<file path="config.mk">
export PLATFORM = sky130hd
export DESIGN_NAME = tlde_ctrl
export DESIGN_NICKNAME = d
export VERILOG_FILES = /design/src/design/tree_lca_distance_engine_defines.svh /design/src/design/tlde_pkg.sv /design/src/design/tlde_ctrl.sv
export SDC_FILE = /design/constraint.sdc
export NUM_CORES = 1
export LEC_CHECK = 0
export BUFFER_PORTS_ARGS = -buffer_cell sky130_fd_sc_hd__buf_2
export CORE_MARGIN = 2
export CORE_UTILIZATION = 35
export DETAILED_ROUTE_END_ITERATION = 8
export GPL_ROUTABILITY_DRIVEN = 0
export PLACE_DENSITY = 0.54
export SYNTH_ARGS = -nofsm -noshare
export SYNTH_HDL_FRONTEND = slang
export SYNTH_SLANG_ARGS = --single-unit
</file>
<file path="constraint.sdc">
create_clock -name aclk -period 4.4 [get_ports aclk]
set_input_delay 0.88 -clock aclk [delete_from_list [all_inputs] [get_ports aclk]]
set_output_delay 0.88 -clock aclk [all_outputs]
set_load 0.01 [all_outputs]
</file>
<file path="src/design/tree_lca_distance_engine_defines.svh">
// Assertion macros shared by the tree distance engine.
`ifndef TREE_LCA_DISTANCE_ENGINE_DEFINES_SVH
`define TREE_LCA_DISTANCE_ENGINE_DEFINES_SVH
`ifndef ASSERT_OFF
`define TLDE_ASSERT_RST(lbl, clk, rst_n, prop, msg) \
    lbl: assert property (@(posedge clk) disable iff (!(rst_n)) (prop)) else $error(msg);
`define TLDE_ASSERT(lbl, clk, prop, msg) \
    lbl: assert property (@(posedge clk) (prop)) else $error(msg);
`else
`define TLDE_ASSERT_RST(lbl, clk, rst_n, prop, msg)
`define TLDE_ASSERT(lbl, clk, prop, msg)
`endif
`endif

</file>
<file path="src/design/tlde_pkg.sv">
// Shared types and constants of the tree distance engine.
`default_nettype none
package tlde_pkg;

    localparam int DIST_W = 48;
    localparam logic [DIST_W-1:0] DIST_MAX = {DIST_W{1'b1}};

    localparam logic [1:0] CMD_START = 2'd0;
    localparam logic [1:0] CMD_ADD   = 2'd1;
    localparam logic [1:0] CMD_QUERY = 2'd2;

    localparam logic [1:0] ST_OK    = 2'd0;
    localparam logic [1:0] ST_RANGE = 2'd1;
    localparam logic [1:0] ST_FULL  = 2'd2;

    typedef enum logic [4:0] {
        OP_NONE,
        OP_LOAD,
        OP_START,
        OP_ERR_FULL,
        OP_ERR_RANGE,
        OP_ADD_RD,
        OP_ADD_WR,
        OP_FILL_RD,
        OP_FILL_WR,
        OP_ADD_DONE,
        OP_Q_RDA,
        OP_Q_RDB,
        OP_Q_ORDER,
        OP_LIFT_STEP,
        OP_LIFT_RD,
        OP_LIFT_WR,
        OP_CMP_SAME,
        OP_CMP_INIT,
        OP_JP_RD,
        OP_JQ_RD,
        OP_J_STEP,
        OP_DL_RD,
        OP_DL_SUM,
        OP_EMIT
    } op_t;

    typedef struct packed {
        op_t op;
    } ctrl_cmd_t;

    typedef struct packed {
        logic [1:0] cmd;
        logic       add_full;
        logic       add_bad;
        logic       query_bad;
        logic       diff_zero;
        logic       lift_take;
        logic       pq_equal;
        logic       j_done;
        logic       fill_last;
        logic       single_level;
        logic       out_free;
    } dp_status_t;

endpackage
`default_nettype wire

</file>
<file path="src/design/tlde_ctrl.sv">
// Sequencer of the tree distance engine: walks the steps of each command.
`default_nettype none
module tlde_ctrl (
    input  wire logic                  aclk,
    input  wire logic                  aresetn,
    input  wire logic                  in_valid,
    output logic                       in_ready,
    input  wire tlde_pkg::dp_status_t  status,
    output tlde_pkg::ctrl_cmd_t        cmd
);

    typedef enum logic [4:0] {
        S_IDLE, S_DEC, S_AR, S_AW, S_FR, S_FW, S_ADONE,
        S_QA, S_QB, S_QC, S_LIFT, S_LIFTW, S_JP, S_JQ, S_JC,
        S_DL, S_DC, S_OUT
    } state_t;

    state_t state_reg, state_next;

    always_ff @(posedge aclk) begin
        if (!aresetn) begin
            state_reg <= S_IDLE;
        end else begin
            state_reg <= state_next;
        end
    end

    assign in_ready = (state_reg == S_IDLE);

    always_comb begin
        state_next = state_reg;
        cmd.op     = tlde_pkg::OP_NONE;
        case (state_reg)
            S_IDLE: begin
                if (in_valid) begin
                    cmd.op     = tlde_pkg::OP_LOAD;
                    state_next = S_DEC;
                end
            end
            S_DEC: begin
                state_next = S_OUT;
                case (status.cmd)
                    tlde_pkg::CMD_START: cmd.op = tlde_pkg::OP_START;
                    tlde_pkg::CMD_ADD: begin
                        if (status.add_full) begin
                            cmd.op = tlde_pkg::OP_ERR_FULL;
                        end else if (status.add_bad) begin
                            cmd.op = tlde_pkg::OP_ERR_RANGE;
                        end else begin
                            state_next = S_AR;
                        end
                    end
                    tlde_pkg::CMD_QUERY: begin
                        if (status.query_bad) begin
                            cmd.op = tlde_pkg::OP_ERR_RANGE;
                        end else begin
                            state_next = S_QA;
                        end
                    end
                    default: state_next = S_OUT;
                endcase
            end
            S_AR: begin
                cmd.op     = tlde_pkg::OP_ADD_RD;
                state_next = S_AW;
            end
            S_AW: begin
                cmd.op     = tlde_pkg::OP_ADD_WR;
                state_next = status.single_level ? S_ADONE : S_FR;
            end
            S_FR: begin
                cmd.op     = tlde_pkg::OP_FILL_RD;
                state_next = S_FW;
            end
            S_FW: begin
                cmd.op     = tlde_pkg::OP_FILL_WR;
                state_next = status.fill_last ? S_ADONE : S_FR;
            end
            S_ADONE: begin
                cmd.op     = tlde_pkg::OP_ADD_DONE;
                state_next = S_OUT;
            end
            S_QA: begin
                cmd.op     = tlde_pkg::OP_Q_RDA;
                state_next = S_QB;
            end
            S_QB: begin
                cmd.op     = tlde_pkg::OP_Q_RDB;
                state_next = S_QC;
            end
            S_QC: begin
                cmd.op     = tlde_pkg::OP_Q_ORDER;
                state_next = S_LIFT;
            end
            S_LIFT: begin
                if (status.diff_zero) begin
                    if (status.pq_equal) begin
                        cmd.op     = tlde_pkg::OP_CMP_SAME;
                        state_next = S_DL;
                    end else begin
                        cmd.op     = tlde_pkg::OP_CMP_INIT;
                        state_next = S_JP;
                    end
                end else if (status.lift_take) begin
                    cmd.op     = tlde_pkg::OP_LIFT_RD;
                    state_next = S_LIFTW;
                end else begin
                    cmd.op = tlde_pkg::OP_LIFT_STEP;
                end
            end
            S_LIFTW: begin
                cmd.op     = tlde_pkg::OP_LIFT_WR;
                state_next = S_LIFT;
            end
            S_JP: begin
                cmd.op     = tlde_pkg::OP_JP_RD;
                state_next = S_JQ;
            end
            S_JQ: begin
                cmd.op     = tlde_pkg::OP_JQ_RD;
                state_next = S_JC;
            end
            S_JC: begin
                cmd.op     = tlde_pkg::OP_J_STEP;
                state_next = status.j_done ? S_DL : S_JP;
            end
            S_DL: begin
                cmd.op     = tlde_pkg::OP_DL_RD;
                state_next = S_DC;
            end
            S_DC: begin
                cmd.op     = tlde_pkg::OP_DL_SUM;
                state_next = S_OUT;
            end
            S_OUT: begin
                if (status.out_free) begin
                    cmd.op     = tlde_pkg::OP_EMIT;
                    state_next = S_IDLE;
                end
            end
            default: state_next = S_IDLE;
        endcase
    end

endmodule
`default_nettype wire

</file>
# --- Yosys cells after proc, flatten, opt, wreduce, memory -nomap -nowiden ---
# Cells that the tools add are included.
classes:
  n_eq_ne: 22
  reduce_logical: 5
  mux: 23
ops:
  columns: ["cell", "count"]
  rows:
  - ["5-bit case mux with 18 select lines", 1]
  - ["5-bit case mux with 16 select lines", 1]
  - ["5-bit 2-to-1 mux", 9]
  - ["5-bit by 4-bit == test with 1-bit output, second input constant", 8]
  - ["5-bit by 3-bit == test with 1-bit output, second input constant", 4]
  - ["5-bit by 2-bit == test with 1-bit output, second input constant", 2]
  - ["5-bit == test, second input constant", 2]
  - ["2-bit 2-to-1 mux", 5]
  - ["5-bit case mux with 2 select lines", 1]
  - ["3-bit 2-to-1 mux", 3]
  - ["3-bit case mux with 3 select lines", 1]
  - ["5-bit by 1-bit == test with 1-bit output, second input constant", 1]
  - ["5-bit zero test", 1]
  - ["2-bit != test, second input constant", 2]
  - ["2-bit OR reduction", 2]
  - ["3-bit != test, second input constant", 1]
  - ["3-bit AND reduction", 1]
  - ["2-bit by 1-bit == test with 1-bit output, second input constant", 1]
  - ["2-bit == test, second input constant", 1]
  - ["2-bit zero test", 1]
  - ["1-bit 2-to-1 mux", 2]
word_totals:
  wordCells: 51
  out_inout_bits: 6
  reg_bits: 5
  in_bits: 15

# --- Depth between registers and ports, before layout ---
logic_depth:
  word_depth: 4
  mapped_depth: 6
  depth_no_buf: 6

# --- Least setup slack after synthesis ---
# No wires, ideal clock.
synth_timing:
  path_kind: "input-to-output"
  from: "in status[10] in the netlist's numbering"
  to: "out cmd[1] in the netlist's numbering"
  cell_stages: 5
  path_slack_ps: 1743
  arrival_time_ps: 1777
  required_time_ps: 3520
  path_buffers: 0
  cell_sequence: "ha_1 -> nor3b_2 -> nand4b_1 -> a211o_1 -> o2111ai_1"
synth_lines:
  columns: ["element", "line_no", "text"]
  rows:
  - ["from (decl)", "tlde_ctrl.sv:8", "input wire tlde_pkg::dp_status_t status,"]
  - ["to (decl)", "tlde_ctrl.sv:9", "output tlde_pkg::ctrl_cmd_t cmd"]

==> implementation parameters <==
Parameter                              Value

Power
  Proportion of power drawn by flip-flops and latches ... 0.293
  Maximum resistive drop on vdd ... 0.260 mV
  Power density cells ... 563 nW/µm²
  Switching fraction of total power ... 0.493
  Internal Pwr Total ... 276 µW
  Switching power ... 269 µW
  Fraction of power consumed by the clock network ... 0.098
  Portion of total power attributed to combinational logic ... 0.609
  Leakage power ... 0.000380 µW

Setup path
  Slowest stage delay, CP ... 850 ps
  CP top delay family ... flip-flops
  Crit path kind ... register to output pin
  Type of destination of the critical path ... output pin
  Startpoint kind of the worst setup timing path ... register
  Arr. time, crit path ... 2160 ps
  Data required time at the worst endpoint ... 3520 ps
  Buffering stage count on the worst path with inverters included ... 1
  Cells along the critical path ... nand2b_1, nor3_1, nand3b_1, o2111ai_1, buf_2
  Cell with the biggest individual delay on the critical path ... sky130_fd_sc_hd__dfxtp_1
  Maximum fanout along the worst path ... 23

STA
  Slew @ Worst Pin ... 827 ps
  Number of pins exceeding their max-slew limit in the final report ... 0
  Clock period minus final worst setup slack ... 3040 ps
  Smallest hold slack ... 820 ps
  Setup tns final ... 0 ps
  Maximum clock skew at final layout ... 3.43 ps
  Rel. slew slack ... 0.448
  Period utilisation layout ... 0.691
  Final count of negative-setup-slack endpoints ... 0
  F_max ... 329 MHz
  Setup repair after global routing missed its margin ... no
  Final Hold Violating Endpoints ... 0

Layout
  Final core utilization ... 0.402
  P&R area growth vs syn ... 11.7%
  Max reg flops ... 5
  Area taken by flip-flops and latches ... 100 µm²
  Summed area of non-filler cells in the final layout ... 968 µm²
  Total number of nets in the final design ... 152
  Share of cells above drive strength 1 ... 0.229
  Filler Cells Inserted ... 261
  Total area of multi-input combinational cells ... 682 µm²
  Diodes inserted ... 0

Clocking
  CTS H-tree depth ... 1
  Max Root-Sink Buffers ... 2
  Number of gates given a new drive strength after cts ... 0
  Total clock sinks ... 5
  Insertion delay to the later sink of the worst-skew pair ... 240 ps
  Clock slew at reported path FFs ... 40 ps
  Post-CTS Setup Repair Bufs ... 0
  CTS root buffer ... sky130_fd_sc_hd__clkbuf_4
  Total of hold buffers inserted after clock tree synthesis ... 0
  Number of buffers created by CTS ... 3
  Clock tree from TritonCTS ... built

Floorplan
  I/O pins ... 21
  Die area ... 2890 µm²
  Starting Density ... 0.360
  DIE WIDTH ... 53.8 µm
  Die H ... 53.8 µm
  Num rows ... 18
  Core region area ... 2410 µm²

Yosys
  Seq cells post-synth ... 5
  Warnings from Yosys ... 0
  Count of flip-flops with a built-in enable after synthesis ... 0
  Most used flip-flop cell after synthesis ... sky130_fd_sc_hd__dfxtp_1
  Post-synthesis simple-gate area fraction ... 0.372
  Top area cells in the synthesized netlist ... sky130_fd_sc_hd__dfxtp_1, sky130_fd_sc_hd__ha_1, sky130_fd_sc_hd__a21oi_1, sky130_fd_sc_hd__nand3b_1, sky130_fd_sc_hd__buf_2
  Area share of the largest cell type after synthesis ... 0.115
  Cell count after synthesis ... 117
  Mean area per synthesized cell ... 7.41 µm²
  Total nets after synthesis ... 137
  Post-synth ARST share ... 0
  Post-synthesis share of cell area spent on xor and xnor gates ... 0.0202
  Synth Cell Area ... 867 µm²
  Sequential cell area fraction in the yosys report ... 0.115
  Synth area leader ... sky130_fd_sc_hd__dfxtp_1
  Share of cell area taken by muxes after synthesis ... 0.0245
  Adder-cell share of the synthesized area ... 0.0722
  Synth Area in Compound Gates ... 0.297
  Number of distinct library cell variants in the gate-level netlist after synthesis ... 47
  Combinational family with the most area after synthesis ... simple AND/OR/NAND/NOR gates

Drt
  Detailed-routing iteration count for the pre-antenna-repair pass ... 4
  Remaining antenna violation count ... 0
  Overall via count from detail_route ... 918
  Number of design-rule violations left by the first detailed-router iteration ... 26
  Total length of routed wires ... 2.16 mm
  Post-route DRC ... 0
  DR WL/cell ... 13.4 µm
  Avg Vias per Cell ... 5.70

GRT
  Largest net degree at the start of global routing ... 25
  Aggregate global routing overflow ... 0
  Antenna violations before repair ... 0
  Wire length of the first global-routing pass ... 3.41 mm
  Global routing usage summed across all routing layers ... 0.155
  Vias in the first global route ... 730

Run
  Number of max-capacitance violations reported ... 0

Status
  Status ... finished clean

Placement
  Detailed Place HPWL ... 1.54 mm
  Post-detailed-placement cell area ... 942 µm²
  IO buf count ... 20

Min path
  Worst min-delay path class ... register to register
-- synth_stat cells, types with 3 or more instances --
| cell type | count |
|---|---|
| sky130_fd_sc_hd__nand3b_1 | 7 |
| sky130_fd_sc_hd__nand2_1 | 6 |
| sky130_fd_sc_hd__or3b_1 | 3 |
| sky130_fd_sc_hd__nand3_1 | 3 |
| sky130_fd_sc_hd__a21oi_1 | 11 |
| sky130_fd_sc_hd__inv_1 | 6 |
| sky130_fd_sc_hd__buf_2 | 8 |
| sky130_fd_sc_hd__dfxtp_1 | 5 |
| sky130_fd_sc_hd__o21ai_0 | 3 |
| sky130_fd_sc_hd__nor2_1 | 9 |
| sky130_fd_sc_hd__ha_1 | 5 |
| sky130_fd_sc_hd__nand2b_1 | 6 |
-- path summary, 6_finish.rpt --
check | from | to | slack [ps] | cells past startpoint
min reg2reg | state_reg[3] | state_reg[1] | 820 | 2
max | state_reg[1] | cmd[1] | 1360 | 5
max reg2reg | state_reg[1] | state_reg[0] | 2440 | 4
min | state_reg[3] | state_reg[1] | 820 | 2
-- power by group through the flow --
| stage | combinational [µW] | sequential [µW] | clock, µW |
|---|---|---|---|
| 2_1_floorplan | 340 | 74.4 | 0 |
| 3_3_place_gp | 334 | 160 | 0 |
| 3_5_place_dp | 331 | 160 | 0 |
| 4_1_cts | 333 | 158 | 54.3 |
| 5_1_grt | 363 | 169 | 57.1 |
| 6_report | 332 | 160 | 53.5 |
-- cells in the final DEF (no fill, tap or decap), types with 3 or more instances in the layout --
master                     instances
sky130_fd_sc_hd__nand2b_1          6
sky130_fd_sc_hd__nand3_1           3
sky130_fd_sc_hd__buf_2            20
sky130_fd_sc_hd__nor2_1            9
sky130_fd_sc_hd__nand3b_1          7
sky130_fd_sc_hd__dfxtp_1           5
sky130_fd_sc_hd__inv_1             6
sky130_fd_sc_hd__nand2_1           6
sky130_fd_sc_hd__a21oi_1          11
sky130_fd_sc_hd__or3b_1            3
sky130_fd_sc_hd__clkbuf_4          3
sky130_fd_sc_hd__ha_1              5
sky130_fd_sc_hd__o21ai_0           3
-- layout make-up --
class                           instances  share of cell area
Clock buffer                            4              0.0271
Sequential cell                         5               0.103
Tap cell                               30              0.0388
Inverter                                6              0.0233
Timing Repair Buffer                   20               0.103
Multi-Input combinational cell         96               0.704
-- per-stage QoR --
| step | std cells | setup slack [ps] | total power (µW) |
|---|---|---|---|
| finish | 161 | 1360 | 545 |
| global route | 161 | 1180 | 590 |
| detailed placement | 157 | 1430 | 491 |
| global placement | 157 | 1470 | 494 |
| CTS | 161 | 1340 | 545 |
| floorplan | 117 | 1740 | 414 |
-- routing by layer --
metal	track usage	vias up	routed length (µm)
met5	0	-	0
met4	0.0128	0	0
met3	0.0333	0	91
met2	0.242	27	987
met1	0.226	424	1090
li1	-	467	-
-- kinds of logic after synthesis --
kind of cell / count (synthesis)
AO/OA/AOI/OAI: 36
XOR/XNOR: 2
adder cells (fa/ha/maj): 5
buffers and inverters: 16
flip-flops: 5
multiplexers: 2
AND/OR/NAND/NOR: 51
-- tightest hold or removal path: cells and delay by family (launching register included) --
family / cells / cell delay [ps]
AO/OA/AOI/OAI: 1 / 60
AND/OR/NAND/NOR: 1 / 170
flip-flops: 1 / 540
Note: power is estimated with default switching activity, not from simulation.
